## src/rtl/core/jsonesc_pkg.sv

```systemverilog
// Shared types and constants for the JSON string escaper and UTF-8 encoder.
package jsonesc_pkg;

   localparam int COUNT_WIDTH = 32;
   localparam int LIMIT_WIDTH = 32;
   localparam int CALC_WIDTH  = (COUNT_WIDTH > LIMIT_WIDTH) ? COUNT_WIDTH : LIMIT_WIDTH;
   localparam logic [CALC_WIDTH-1:0] COUNT_MAX =
      CALC_WIDTH'((65'd1 << COUNT_WIDTH) - 65'd1);

   localparam int CP_WIDTH    = 21;
   localparam int RUN_BYTES   = 8;
   localparam int IDX_WIDTH   = $clog2(RUN_BYTES);
   localparam int QUEUE_DEPTH = 2;
   localparam int QPTR_WIDTH  = $clog2(QUEUE_DEPTH);
   localparam int QCNT_WIDTH  = $clog2(QUEUE_DEPTH + 1);

   localparam logic [7:0] CHAR_QUOTE     = 8'h22;
   localparam logic [7:0] CHAR_BACKSLASH = 8'h5c;

   typedef enum logic [1:0] {
      STATUS_OK        = 2'd0,
      STATUS_MALFORMED = 2'd1,
      STATUS_LIMIT     = 2'd2
   } status_type;

   typedef enum logic [0:0] {
      CSR_OUTPUT_BYTE_LIMIT = 1'b0,
      CSR_WORK_LIMIT        = 1'b1
   } csr_index_type;

   typedef struct packed {
      logic [CP_WIDTH-1:0] code_point;
      logic                starts_string;
      logic                ends_string;
      logic                empty_string;
   } req_type;

   typedef struct packed {
      logic [7:0] out_byte;
      logic       last_of_run;
      status_type status;
   } rsp_type;

   // All results of one item: bytes, index of the final result, final status.
   typedef struct packed {
      logic [RUN_BYTES-1:0][7:0] bytes;
      logic [IDX_WIDTH-1:0]      last_idx;
      status_type                status;
   } run_type;

endpackage

```

## src/rtl/core/jsonesc_back.sv

```systemverilog
// Back end: plays out each run one result per cycle while rsp_ready is high.
module jsonesc_back import jsonesc_pkg::*; (
   input  logic    clock,
   input  logic    reset,
   input  logic    head_valid,
   input  run_type head_data,
   output logic    pop,
   output logic    rsp_valid,
   input  logic    rsp_ready,
   output rsp_type rsp_data
);

   run_type              cur_ff, cur_in;
   logic                 cur_valid_ff, cur_valid_in;
   logic [IDX_WIDTH-1:0] idx_ff, idx_in;
   logic                 at_last;
   logic                 load;

   assign at_last   = (idx_ff == cur_ff.last_idx);
   assign rsp_valid = cur_valid_ff;
   assign rsp_data.out_byte    = cur_ff.bytes[idx_ff];
   assign rsp_data.last_of_run = at_last;
   assign rsp_data.status      = at_last ? cur_ff.status : STATUS_OK;

   // take the next run once the current one is fully delivered
   assign load = !cur_valid_ff || (rsp_ready && at_last);
   assign pop  = load && head_valid;

   always_comb begin
      cur_in       = cur_ff;
      cur_valid_in = cur_valid_ff;
      idx_in       = idx_ff;
      if (load) begin
         cur_in       = head_data;
         cur_valid_in = head_valid;
         idx_in       = '0;
      end else if (rsp_ready) begin
         idx_in = idx_ff + 1'b1;
      end
   end

   always_ff @(posedge clock) begin
      if (reset) begin
         cur_valid_ff <= 1'b0;
         idx_ff       <= '0;
      end else begin
         cur_valid_ff <= cur_valid_in;
         idx_ff       <= idx_in;
      end
   end

   always_ff @(posedge clock) begin
      cur_ff <= cur_in;
   end

   assert property (@(posedge clock) disable iff (reset)
      cur_valid_ff |-> idx_ff <= cur_ff.last_idx)
      else $error("result index ran past the end of its run");
   assert property (@(posedge clock) disable iff (reset)
      (rsp_valid && rsp_data.status != STATUS_OK) |->
         (rsp_data.last_of_run && rsp_data.out_byte == 8'h00))
      else $error("error result not last or carries a byte");

endmodule

```

## config.mk

```make
export PLATFORM = sky130hd
export DESIGN_NAME = jsonesc_back
export DESIGN_NICKNAME = d
export VERILOG_FILES = /design/src/rtl/core/jsonesc_pkg.sv /design/src/rtl/core/jsonesc_back.sv
export SDC_FILE = /design/constraint.sdc
export NUM_CORES = 1
export LEC_CHECK = 0
export ABC_CLOCK_PERIOD_IN_PS = 10200
export BUFFER_PORTS_ARGS = -buffer_cell sky130_fd_sc_hd__clkbuf_2
export CAP_MARGIN = 15
export CORE_UTILIZATION = 51
export DETAILED_ROUTE_END_ITERATION = 8
export HOLD_SLACK_MARGIN = 0.06
export PLACE_DENSITY = 0.79
export SLEW_MARGIN = 20
export SYNTH_ARGS = -nofsm -noshare
export SYNTH_HDL_FRONTEND = slang
export SYNTH_SLANG_ARGS = --single-unit
```

## constraint.sdc

```tcl
create_clock -name clock -period 10.2 [get_ports clock]
set_input_delay 2.04 -clock clock [delete_from_list [all_inputs] [get_ports clock]]
set_output_delay 2.04 -clock clock [all_outputs]
set_load 0.1 [all_outputs]
```

Word level (Yosys, flattened, before mapping)
Cells that the tools add are included.

operators by class
  add/subtract/negate cells = 1
  order comparisons = 1
  eq/ne operators = 1
  multiplexer cells = 3
  reductions and logical operators = 5

operators by type and width
  operator               count
  $bmux W8 S3            1
  $mux W8                1
  $lt A3 B4 Y1 const B   1
  $add A3 B1 Y3 const B  1
  $eq A3 B3 Y1           1
  $logic_and A1 B1 Y1    2
  $mux W2                1
  $reduce_or A2 Y1       1
  $logic_not A1 Y1       1
  $logic_or A1 B1 Y1     1

word-level totals
  flip-flop bits (word level) = 73
  bits of input ports = 73
  output and inout port bits = 13

Depth between registers and ports, before layout
  depth after elaboration = 4
  mapped depth = 4

Least setup slack after synthesis
OpenSTA, ideal clock, no wires.

  path type = input to output
  start point = input port rsp_ready
  end point = output port pop
  arrival = 7.163 ns
  required time = 8.160 ns
  slack = 0.997 ns
  stages = 3
  cell sequence = inv_1 > o41ai_2 > and2_1

between the ends
  cells in the longest elaborated chain, start to end = 3

RTL lines
  item                 RTL line            text
  from (decl)          jsonesc_back.sv:9   input logic rsp_ready,
  $logic_and A1 B1 Y1  jsonesc_back.sv:26  assign load = !cur_valid_ff || (rsp_ready && at_last);
  $logic_or A1 B1 Y1   jsonesc_back.sv:26
  named net load       jsonesc_back.sv:17  logic load;
  $logic_and A1 B1 Y1  jsonesc_back.sv:27  assign pop = load && head_valid;
  to (decl)            jsonesc_back.sv:7   output logic pop,

The timed path passes the listed nets, and every way through them passes these cells.

Worst setup path after layout
Ends and elaborated chain as after synthesis.

==> results.sh <==
export IMPL_placed_area_mm2=0.00338
export IMPL_final_cell_area_mm2=0.00358
export IMPL_ir_worst_vdd_v=0.000109
export IMPL_p_int_mw=0.519
export IMPL_p_per_area_mw_per_mm2=188
export IMPL_clock_latency_ns=0.33
export IMPL_drc=0
export IMPL_clock_path_buffers=2
export IMPL_cts_made_buffers=9
export IMPL_area_delta_synth_final_pct=23.9
export IMPL_final_cell_mix="clkbuf_2, edfxtp_1, clkbuf_8"
export IMPL_cts_resized=0
export IMPL_die_area_mm2=0.00597
export IMPL_netlist_top_cells_area="edfxtp_1, mux4_1, mux4_2"
export IMPL_critical_path_slowest_cell="clkbuf_2"
export IMPL_gp_congestion=0.806
export IMPL_combPwrFrac=0.120
export IMPL_swShare=0.227
export IMPL_cts_sinks=73
export IMPL_ys_warn_count=0
export IMPL_drv_slew=0
export IMPL_power_total_mw=0.671
export IMPL_relSlewSlack=0.437
export IMPL_path_class="in2out"
export IMPL_grt_util_all_layers=0.164
export IMPL_grt_pass1_vias=1566
export IMPL_clkTransAtPathRegs_ns=0.07
export IMPL_worst_pin_slew_ns=0.843
export IMPL_fillers=384
export IMPL_final_util=0.654
export IMPL_post_route_period_util=0.518
export IMPL_min_period_ns=5.29
export IMPL_clkPwrFrac=0.343
export IMPL_cp_arrival_ns=3.25
export IMPL_cp_end_kind="output pin"
export IMPL_coreArea_mm2=0.00547
export IMPL_drv_cap=0
export IMPL_die_w_um=77.3
export IMPL_async_flop_share=0
export IMPL_crit_fanout=4
export IMPL_num_antenna_cells=0
export IMPL_hold_viol=0
export IMPL_holdCritPathClass="reg2reg"
export IMPL_total_leakage_power_nw=1.43
export IMPL_finalSetupViolations=0
export IMPL_io_buffers=85
export IMPL_synth_top_cell_by_area="edfxtp_1"
export IMPL_hp_start="rsp_valid$_SDFFE_PP0P_"
export IMPL_wirelength_um=4410
export IMPL_rows=27
export IMPL_wl_per_cell_um=14.9
export IMPL_h_tree_depth=3
export IMPL_grt_pass1_wl_um=7030
export IMPL_crit_start="rsp_ready"
export IMPL_start_util=0.528
export IMPL_synth_main_ff_cell="edfxtp_1"
export IMPL_drive_gt1_frac=0.516
export IMPL_cpMostUsedCell="clkbuf_2"
export IMPL_die_h_um=77.3
export IMPL_crit_path_max_incr_delay_ns=0.45
export IMPL_start_kind="input port"
export IMPL_root_buffer="clkbuf_8"
export IMPL_synth_seq_cells=73
export IMPL_synth_top_area_frac=0.718
export IMPL_power_switching_mw=0.152
export IMPL_final_common_cell="clkbuf_2"
export IMPL_io_pins=86
export IMPL_outcome="complete, no violations"
export IMPL_fin_tns_setup_ns=0
export IMPL_r2r_start="idx_ff[1]$_SDFFE_PP0P_"
export IMPL_ff2ff_setup_slack_ns=7.50
export IMPL_synth_edf_count=69
export IMPL_seqPwrFrac=0.537
export IMPL_crit_chain="clkbuf_2 -> inv_1 -> o41ai_4 -> and2_1 -> clkbuf_2"
export IMPL_syn_avg_cell_area_um2=22.6
export IMPL_vias=1513
export IMPL_viasPerCell=5.09
export IMPL_hold_depth=2
export IMPL_reg2regPathDepth=3
export IMPL_antenna_found_initial=0
export IMPL_place_hpwl_um=2970
export IMPL_finClkSkew_ns=0.00832
export IMPL_yosysSeqAreaShare=0.745
export IMPL_synth_nets=202
export IMPL_overflow=0
export IMPL_r2r_end="cur_ff[54]$_DFFE_PP_"
export IMPL_max_clock_freq_mhz=189
export IMPL_ant_nets=0
export IMPL_drt_pass1_iterations=4
export IMPL_synth_area_mm2=0.00289
export IMPL_cp_data_required_time_ns=8.16
export IMPL_hold_path_end="idx_ff[2]$_SDFFE_PP0P_"
export IMPL_synth_distinct_cells=23
export IMPL_hold_buffers=0
export IMPL_tritoncts="yes"
export IMPL_fin_nets=294
export IMPL_dr_first_iter_drc_count=65
export IMPL_rsz0062_at_grt="no"
export IMPL_postCtsSetupBuffers=0
export IMPL_syn_inst=128
export IMPL_grt_max_degree=71
synth_stat cells, drive strengths merged, types with 2 or more instances:
master / n
edfxtp: 69
mux4: 16
mux2: 8
buf: 6
dfxtp: 4
xor2: 4
and2: 3
nand2: 3
inv: 2
nand3b: 2
nor3: 2
nor4: 2
power by group through the flow:
stage	Sequential (mW)	Clock (mW)	Combinational, mW
6_report	0.360	0.230	0.0807
4_1_cts	0.361	0.238	0.0816
3_5_place_dp	0.367	0	0.0815
5_1_grt	0.362	0.251	0.0853
2_1_floorplan	0.369	0	0.0583
3_3_place_gp	0.366	0	0.0803
critical path: cells and delay by family:
kind / cells / cell delay (ns)
compound gates: 1 / 0.38
simple gates: 1 / 0.17
buf+inv: 3 / 0.66
cell families (layout without fill, tap and decap cells):
kind of cell               Yosys count  after routing  synth area share
buffers and inverters                8            105            0.0212
muxes                               24             24             0.177
AOI/OAI and AO/OA                    4              4            0.0121
and+or+nand+nor                     14             14            0.0282
DFF                                 73             73             0.745
adders and majority gates            1              1           0.00433
xor gates and xnor gates             4              4            0.0121
per-layer routing:
metal	global-route usage	vias up	share of wire
met2	0.258	59	0.49
met3	0.0726	6	0.082
met1	0.198	730	0.42
met4	0.0679	0	0.011
li1	-	718	-
met5	0	-	0
area by class of cell:
class | instances | area [µm²] | share of cell area
well taps | 72 | 90.1 | 0.0252
clock inverters | 4 | 67.6 | 0.0189
inverters | 2 | 7.51 | 0.00210
clock buffers | 12 | 135 | 0.0378
flip-flops and latches | 73 | 2150 | 0.601
repair buffers | 87 | 440 | 0.123
multi-input cells | 47 | 686 | 0.192
state kept, by name (all words and copies together), names as in the netlist:
signal,count
idx_ff,3
cur_ff,69
rsp_valid,1
how the worst max path moves through the flow:
stage                     endpoint  slack (ns)  depth (start not counted)
after detailed placement       pop        4.92                          5
final                          pop        4.91                          5
after global placement         pop        4.96                          5
after global routing           pop        4.85                          5
after floorplan                pop         1.0                          3
after CTS                      pop        4.92                          5
per-stage QoR:
step | hold slack (ns) | std cells | worst slack (ns)
after floorplan | 0.645 | 128 | 0.997
after global placement | 0.624 | 281 | 4.96
after detailed placement | 0.648 | 281 | 4.92
after CTS | 0.664 | 297 | 4.92
after global routing | 0.695 | 297 | 4.85
final | 0.658 | 297 | 4.91
Power figures use the tool's default switching activity.
