==> src/rtl/core/jsonesc_pkg.sv <==
// Shared types and constants for the JSON string escaper and UTF-8 encoder.
package jsonesc_pkg;

   localparam int COUNT_WIDTH = 32;
   localparam int LIMIT_WIDTH = 32;
   localparam int CALC_WIDTH  = (COUNT_WIDTH > LIMIT_WIDTH) ? COUNT_WIDTH : LIMIT_WIDTH;
   localparam logic [CALC_WIDTH-1:0] COUNT_MAX =
      CALC_WIDTH'((65'd1 << COUNT_WIDTH) - 65'd1);

   localparam int CP_WIDTH    = 21;
   localparam int RUN_BYTES   = 8;
   localparam int IDX_WIDTH   = $clog2(RUN_BYTES);
   localparam int QUEUE_DEPTH = 2;
   localparam int QPTR_WIDTH  = $clog2(QUEUE_DEPTH);
   localparam int QCNT_WIDTH  = $clog2(QUEUE_DEPTH + 1);

   localparam logic [7:0] CHAR_QUOTE     = 8'h22;
   localparam logic [7:0] CHAR_BACKSLASH = 8'h5c;

   typedef enum logic [1:0] {
      STATUS_OK        = 2'd0,
      STATUS_MALFORMED = 2'd1,
      STATUS_LIMIT     = 2'd2
   } status_type;

   typedef enum logic [0:0] {
      CSR_OUTPUT_BYTE_LIMIT = 1'b0,
      CSR_WORK_LIMIT        = 1'b1
   } csr_index_type;

   typedef struct packed {
      logic [CP_WIDTH-1:0] code_point;
      logic                starts_string;
      logic                ends_string;
      logic                empty_string;
   } req_type;

   typedef struct packed {
      logic [7:0] out_byte;
      logic       last_of_run;
      status_type status;
   } rsp_type;

   // All results of one item: bytes, index of the final result, final status.
   typedef struct packed {
      logic [RUN_BYTES-1:0][7:0] bytes;
      logic [IDX_WIDTH-1:0]      last_idx;
      status_type                status;
   } run_type;

endpackage

==> src/rtl/core/jsonesc_queue.sv <==
// Small run queue between front end and back end.
module jsonesc_queue import jsonesc_pkg::*; (
   input  logic    clock,
   input  logic    reset,
   input  logic    push,
   input  run_type push_data,
   output logic    space,
   input  logic    pop,
   output logic    head_valid,
   output run_type head_data
);

   run_type                entries_ff [QUEUE_DEPTH];
   logic [QPTR_WIDTH-1:0]  rd_ptr_ff, rd_ptr_in;
   logic [QPTR_WIDTH-1:0]  wr_ptr_ff, wr_ptr_in;
   logic [QCNT_WIDTH-1:0]  count_ff, count_in;

   assign space      = (count_ff != QCNT_WIDTH'(QUEUE_DEPTH));
   assign head_valid = (count_ff != '0);
   assign head_data  = entries_ff[rd_ptr_ff];

   always_comb begin
      rd_ptr_in = rd_ptr_ff;
      wr_ptr_in = wr_ptr_ff;
      count_in  = count_ff;
      if (push) begin
         wr_ptr_in = (wr_ptr_ff == QPTR_WIDTH'(QUEUE_DEPTH - 1)) ? '0 : wr_ptr_ff + 1'b1;
      end
      if (pop) begin
         rd_ptr_in = (rd_ptr_ff == QPTR_WIDTH'(QUEUE_DEPTH - 1)) ? '0 : rd_ptr_ff + 1'b1;
      end
      case ({push, pop})
         2'b10:   count_in = count_ff + 1'b1;
         2'b01:   count_in = count_ff - 1'b1;
         default: count_in = count_ff;
      endcase
   end

   always_ff @(posedge clock) begin
      if (reset) begin
         rd_ptr_ff <= '0;
         wr_ptr_ff <= '0;
         count_ff  <= '0;
      end else begin
         rd_ptr_ff <= rd_ptr_in;
         wr_ptr_ff <= wr_ptr_in;
         count_ff  <= count_in;
      end
   end

   always_ff @(posedge clock) begin
      if (push) begin
         entries_ff[wr_ptr_ff] <= push_data;
      end
   end

   assert property (@(posedge clock) disable iff (reset) push |-> space)
      else $error("queue written while full");
   assert property (@(posedge clock) disable iff (reset) pop |-> head_valid)
      else $error("queue read while empty");

endmodule

==> config.mk <==
export PLATFORM = sky130hd
export DESIGN_NAME = jsonesc_queue
export DESIGN_NICKNAME = d
export VERILOG_FILES = /design/src/rtl/core/jsonesc_pkg.sv /design/src/rtl/core/jsonesc_queue.sv
export SDC_FILE = /design/constraint.sdc
export NUM_CORES = 1
export LEC_CHECK = 0
export ABC_AREA = 0
export BUFFER_PORTS_ARGS = -buffer_cell sky130_fd_sc_hd__buf_2
export CAP_MARGIN = 20
export CORE_MARGIN = 2
export CORE_UTILIZATION = 45
export CTS_CLUSTER_DIAMETER = 100
export CTS_CLUSTER_SIZE = 20
export DETAILED_ROUTE_END_ITERATION = 12
export PLACE_DENSITY = 0.69
export SLEW_MARGIN = 10
export SYNTH_ARGS = -nofsm -noshare
export SYNTH_HDL_FRONTEND = slang
export SYNTH_SLANG_ARGS = --single-unit
==> constraint.sdc <==
create_clock -name clock -period 10.7 [get_ports clock]
set_clock_uncertainty 0.05 [all_clocks]
set_input_delay 0.535 -clock clock [delete_from_list [all_inputs] [get_ports clock]]
set_output_delay 0.535 -clock clock [all_outputs]
set_load 0.05 [all_outputs]
Word-level counts from Yosys, hierarchy flattened
Memories as Yosys holds them, arrays and structs flattened. A register that Yosys moved wholly into a read port is not among the register bits. Cells that the tools add are included.

Register bits: 4. RAM bits: 138. Input bits: 73. Output and inout bits: 71. Logic and storage cells: 20. Memories: 1.

Add/subtract/negate cells: 4. Equal/unequal tests: 3. Muxes and demuxes: 7. Reductions and logical operators: 2.

Memories: entries_ff (depth 2, bits a word 69, rd ports 1, clocked after memory_dff 1, write ports 1, RTL line jsonesc_queue.sv:13) `run_type entries_ff [QUEUE_DEPTH];`.

Operator list (count): 1-bit two-way mux (6); 2-bit case mux with 2 select lines (1); 2-bit nonzero test (2); 1-bit adder (second input constant) (2); 2-bit by 1-bit adder with 2-bit output (second input constant) (1); 2-bit by 1-bit == test with 1-bit output (second input constant) (1); 2-bit == test (second input constant) (1); 2-bit inequality test (second input constant) (1); 2-bit by 1-bit subtractor with 2-bit output (second input constant) (1).

Depth between registers and ports, before layout
Word-level depth: 4. Depth in mapped cells: 5. Gate-level depth less buffers: 5.

Worst setup path before layout
Ideal clock, no wire load.

Kind: in2reg. From: input push. To: memory entries_ff[0][0] (netlist bit), enable pin. Library setup time: 0.498 ns. Data arrival time: 3.487 ns. Required time: 10.152 ns. Path slack: 6.665 ns. Stages: 2. Path buffers: 0. Cells stage by stage: inv_1 -> nor2_1.

Cells in the longest elaborated chain, start to end: 2.

RTL lines: start: declaration (RTL line jsonesc_queue.sv:5) `input logic push,`; 1-bit two-way mux (RTL line jsonesc_queue.sv:52) `if (push) begin`; 1-bit two-way mux (implied by the code) (RTL line jsonesc_queue.sv:53) `entries_ff[wr_ptr_ff] <= push_data;`; end: declaration (RTL line jsonesc_queue.sv:13).

Every way passes these cells.

==> metrics.md <==
| Metric | Value |
|---|---|
| First-pass GRT wire length | `14.4 mm` |
| DRT Pass-1 Iters | `4` |
| Die width | `111 microns` |
| # Max-Cap Violations | `0` |
| Post-CTS setup buffers | `0` |
| Row count | `39` |
| H-tree levels | `4` |
| Max_slew headroom | `35.6%` |
| DR vias/cell | `4.90` |
| Clk buf depth | `2` |
| FF-to-FF path depth | `2` |
| GRT Util Overall | `15.3%` |
| Status | `finished clean` |
| Post-synth top area cell | `edfxtp_1` |
| Worst hold start | `push_data[5]` |
| GPL Wtd Cong | `about 0.66` |
| Leakage dissipation | `2.52 nW` |
| Core area | `0.0113 sq mm` |
| Drt initial violations | `roughly 110` |
| Reg clk slew, reported paths | `~0.050 ns` |
| Share of post-route cells with drive strength above 1 | `60.5%` |
| Congestion Overflow GR | `0` |
| Cell Area, Synth | `0.00518 sq mm` |
| Worst Path Required | `10.12 ns` |
| DRT Wirelength | `roughly 9 mm` |
| CTS resizes | `0` |
| RSZ-0062 raised after global routing | `false` |
| CP Launch Type | `flop` |
| Synth area leaders | `edfxtp_1 (80%), mux2_2 (15%), dfxtp_1 (1.9%), buf_2 (0.58%), xnor2_1 (0.51%)` |
| CP max FO | `69` |
| Maximum vdd drop | `0.105 mV` |
| Clk sinks | `143` |
| Final core occ | `58.9%` |
| Synth Area in Adders | `less than 1%` |
| Least-Margin Pin Slew | `~0.97 ns` |
| Worst Hold End | `entries_ff[1][5]` |
| Data arrival, critical path | `2.03 ns` |
| Hold Crit Depth | `1` |
| DR DRC count | `0` |
| P per Cell Area | `225 mW/mm^2` |
| Crit. End Element | `output pin` |
| Remaining antenna violation count | `0` |
| Die height | `111 microns` |
| Setup slack, reg-to-reg | `between 8 and 9 ns` |
| Crit path kind | `reg -> out` |
| Max Freq | `between 300 and 400 MHz` |
| Largest net degree at the start of global routing | `70` |
| Vias in the first global route | `just under 3000` |
| Synth Area in Simple Gates | `0.846%` |
| Mux cell area share after synthesis | `15.0%` |
| P&R area growth vs syn | `28.8%` |
| Register area share after synthesis | `between 80% and 90%` |
| Post-Syn Instances | `237` |
| Final Slew Violations | `0` |
| Syn Area/Cell | `between 20 and 25 sq um` |
| Post-Synth XOR/XNOR Area | `0.676%` |
| Die ar. | `0.0124 sq mm` |
| Top cell type's share of synthesized area | `80.0%` |
| # setup viols final | `0` |
| Setup TNS | `0 ns` |
| Largest family of logic cells by synthesized area | `multiplexers` |
| Tcrit/Tclk final | `24.4%` |
| Minimum clock period | `2.61 ns` |
| Reg2Reg Launch Point | `wr_ptr_ff` |
| CTS Root Cell | `clkbuf_16` |
| Initial Util | `45.7%` |
| Reg2reg end | `entries_ff[0][64]` |
| Synth warn | `0` |
| Final net count | `466` |
| Vias | `2683` |
| Hold_buf cts | `0` |
| I/O pin cnt | `144` |
| Initial antenna violation count | `0` |
| Diodes inserted | `0` |
| I/O Buffers | `about 140` |
| FF+latch count, synth | `143` |
| Routed len/inst | `16.4 microns` |
| CTS buffer count | `17` |
| Worst Hold Class | `in -> reg` |
| Clk Latency, worst-skew pair | `0.41 ns` |
| Complex-gate fraction of the synthesized area | `less than 1%` |
| Distinct cells, synth | `16` |
| TritonCTS clock tree | `done` |
| Hold Fails Final Rpt | `0` |
| Half-perimeter wire length after placement | `about 5.6 mm` |
| Post-Syn Nets | `roughly 310` |
[cell usage after synthesis]
| cell type | number |
|---|---|
| edfxtp_1 | 138 |
| mux2_2 | 69 |
| buf_2 | 6 |
| dfxtp_1 | 5 |
| nor2_1 | 5 |
| xnor2_1 | 3 |
| buf_6 | 2 |
| a21oi_1 | 1 |
| and2_1 | 1 |
| ha_1 | 1 |
| inv_1 | 1 |
| nand2b_1 | 1 |
| o21ai_0 | 1 |
| or2_2 | 1 |
| or3_1 | 1 |
| xor2_1 | 1 |
[worst max-delay path by stage]
| stage | from | to | slack (ns) | cells past startpoint |
|---|---|---|---|---|
| CTS | flop | head_data[1] | 8.01 | 2 |
| global route | flop | head_data[1] | 7.95 | 2 |
| floorplan | push | entries_ff[0][0] | 6.66 | 2 |
| detailed placement | push | entries_ff[0][24] | 8.21 | 4 |
| finish | flop | head_data[1] | 8.09 | 2 |
| global placement | push | entries_ff[0][62] | 8.29 | 4 |
[cells in the final DEF, fill, tap and decap left out, drive strengths merged]
cell / netlist / final
or2: 1 / 1
clkinv: 0 / 7
edfxtp: 138 / 138
nand2b: 1 / 1
a21oi: 1 / 1
dfxtp: 5 / 5
bufinv: 0 / 5
nor2: 5 / 5
ha: 1 / 1
mux2: 69 / 69
and2: 1 / 1
clkinvlp: 0 / 1
xor2: 1 / 1
inv: 1 / 1
or3: 1 / 1
xnor2: 3 / 3
o21ai: 1 / 1
clkbuf: 0 / 19
buf: 8 / 144
[stage by stage]
step	cells	power, mW	instance area (sq um)	setup WS, ns	hold WS (ns)
after floorplan	237	0.844	5180	6.66	0.411
after global placement	516	0.894	6040	8.29	0.429
after detailed placement	516	0.899	6040	8.21	0.457
after CTS	548	1.52	6670	8.01	0.251
after global routing	548	1.56	6670	7.95	0.245
final	548	1.50	6670	8.09	0.265
[routing by layer]
layer  up-vias  track usage, %  share of wire, %
li1       1245               -                 -
met1      1341            17.3                41
met2        89            25.9                51
met3         8            6.23               7.3
met4         0            6.42              0.81
met5         -               0                 0
[where the power goes]
part	switching, mW	internal, mW	total, mW
clock network	0.207	0.410	0.617
logic	0.151	0.0616	0.213
registers	0.0179	0.654	0.672
total	0.377	1.13	1.50
[worst max-delay path: stages, from the launching register on]
cell     delay (ns)
dfxtp_4        0.95
mux2_2         0.44
buf_2          0.22
[registers in the layout (all words and copies together), names as in the netlist, named ones only]
name,count
entries_ff,138
count_ff,2
rd_ptr_ff,1
wr_ptr_ff,1
[cells by family after synthesis]
| kind of cell | count (synthesis) |
|---|---|
| adder cells (fa/ha/maj) | 1 |
| multiplexers | 69 |
| XOR/XNOR | 4 |
| AO/OA/AOI/OAI | 2 |
| AND/OR/NAND/NOR | 9 |
| flip-flops | 143 |
| buffers and inverters | 9 |
[final cells by class]
class	count	area, sq um
clock buffer	19	433
clock inverter	13	194
fill	875	4650
inverter	1	3.75
multi-input combinational	85	888
sequential	143	4250
tap	143	179
timing repair buffer	144	723
Note: power is estimated with default switching activity, not from simulation.
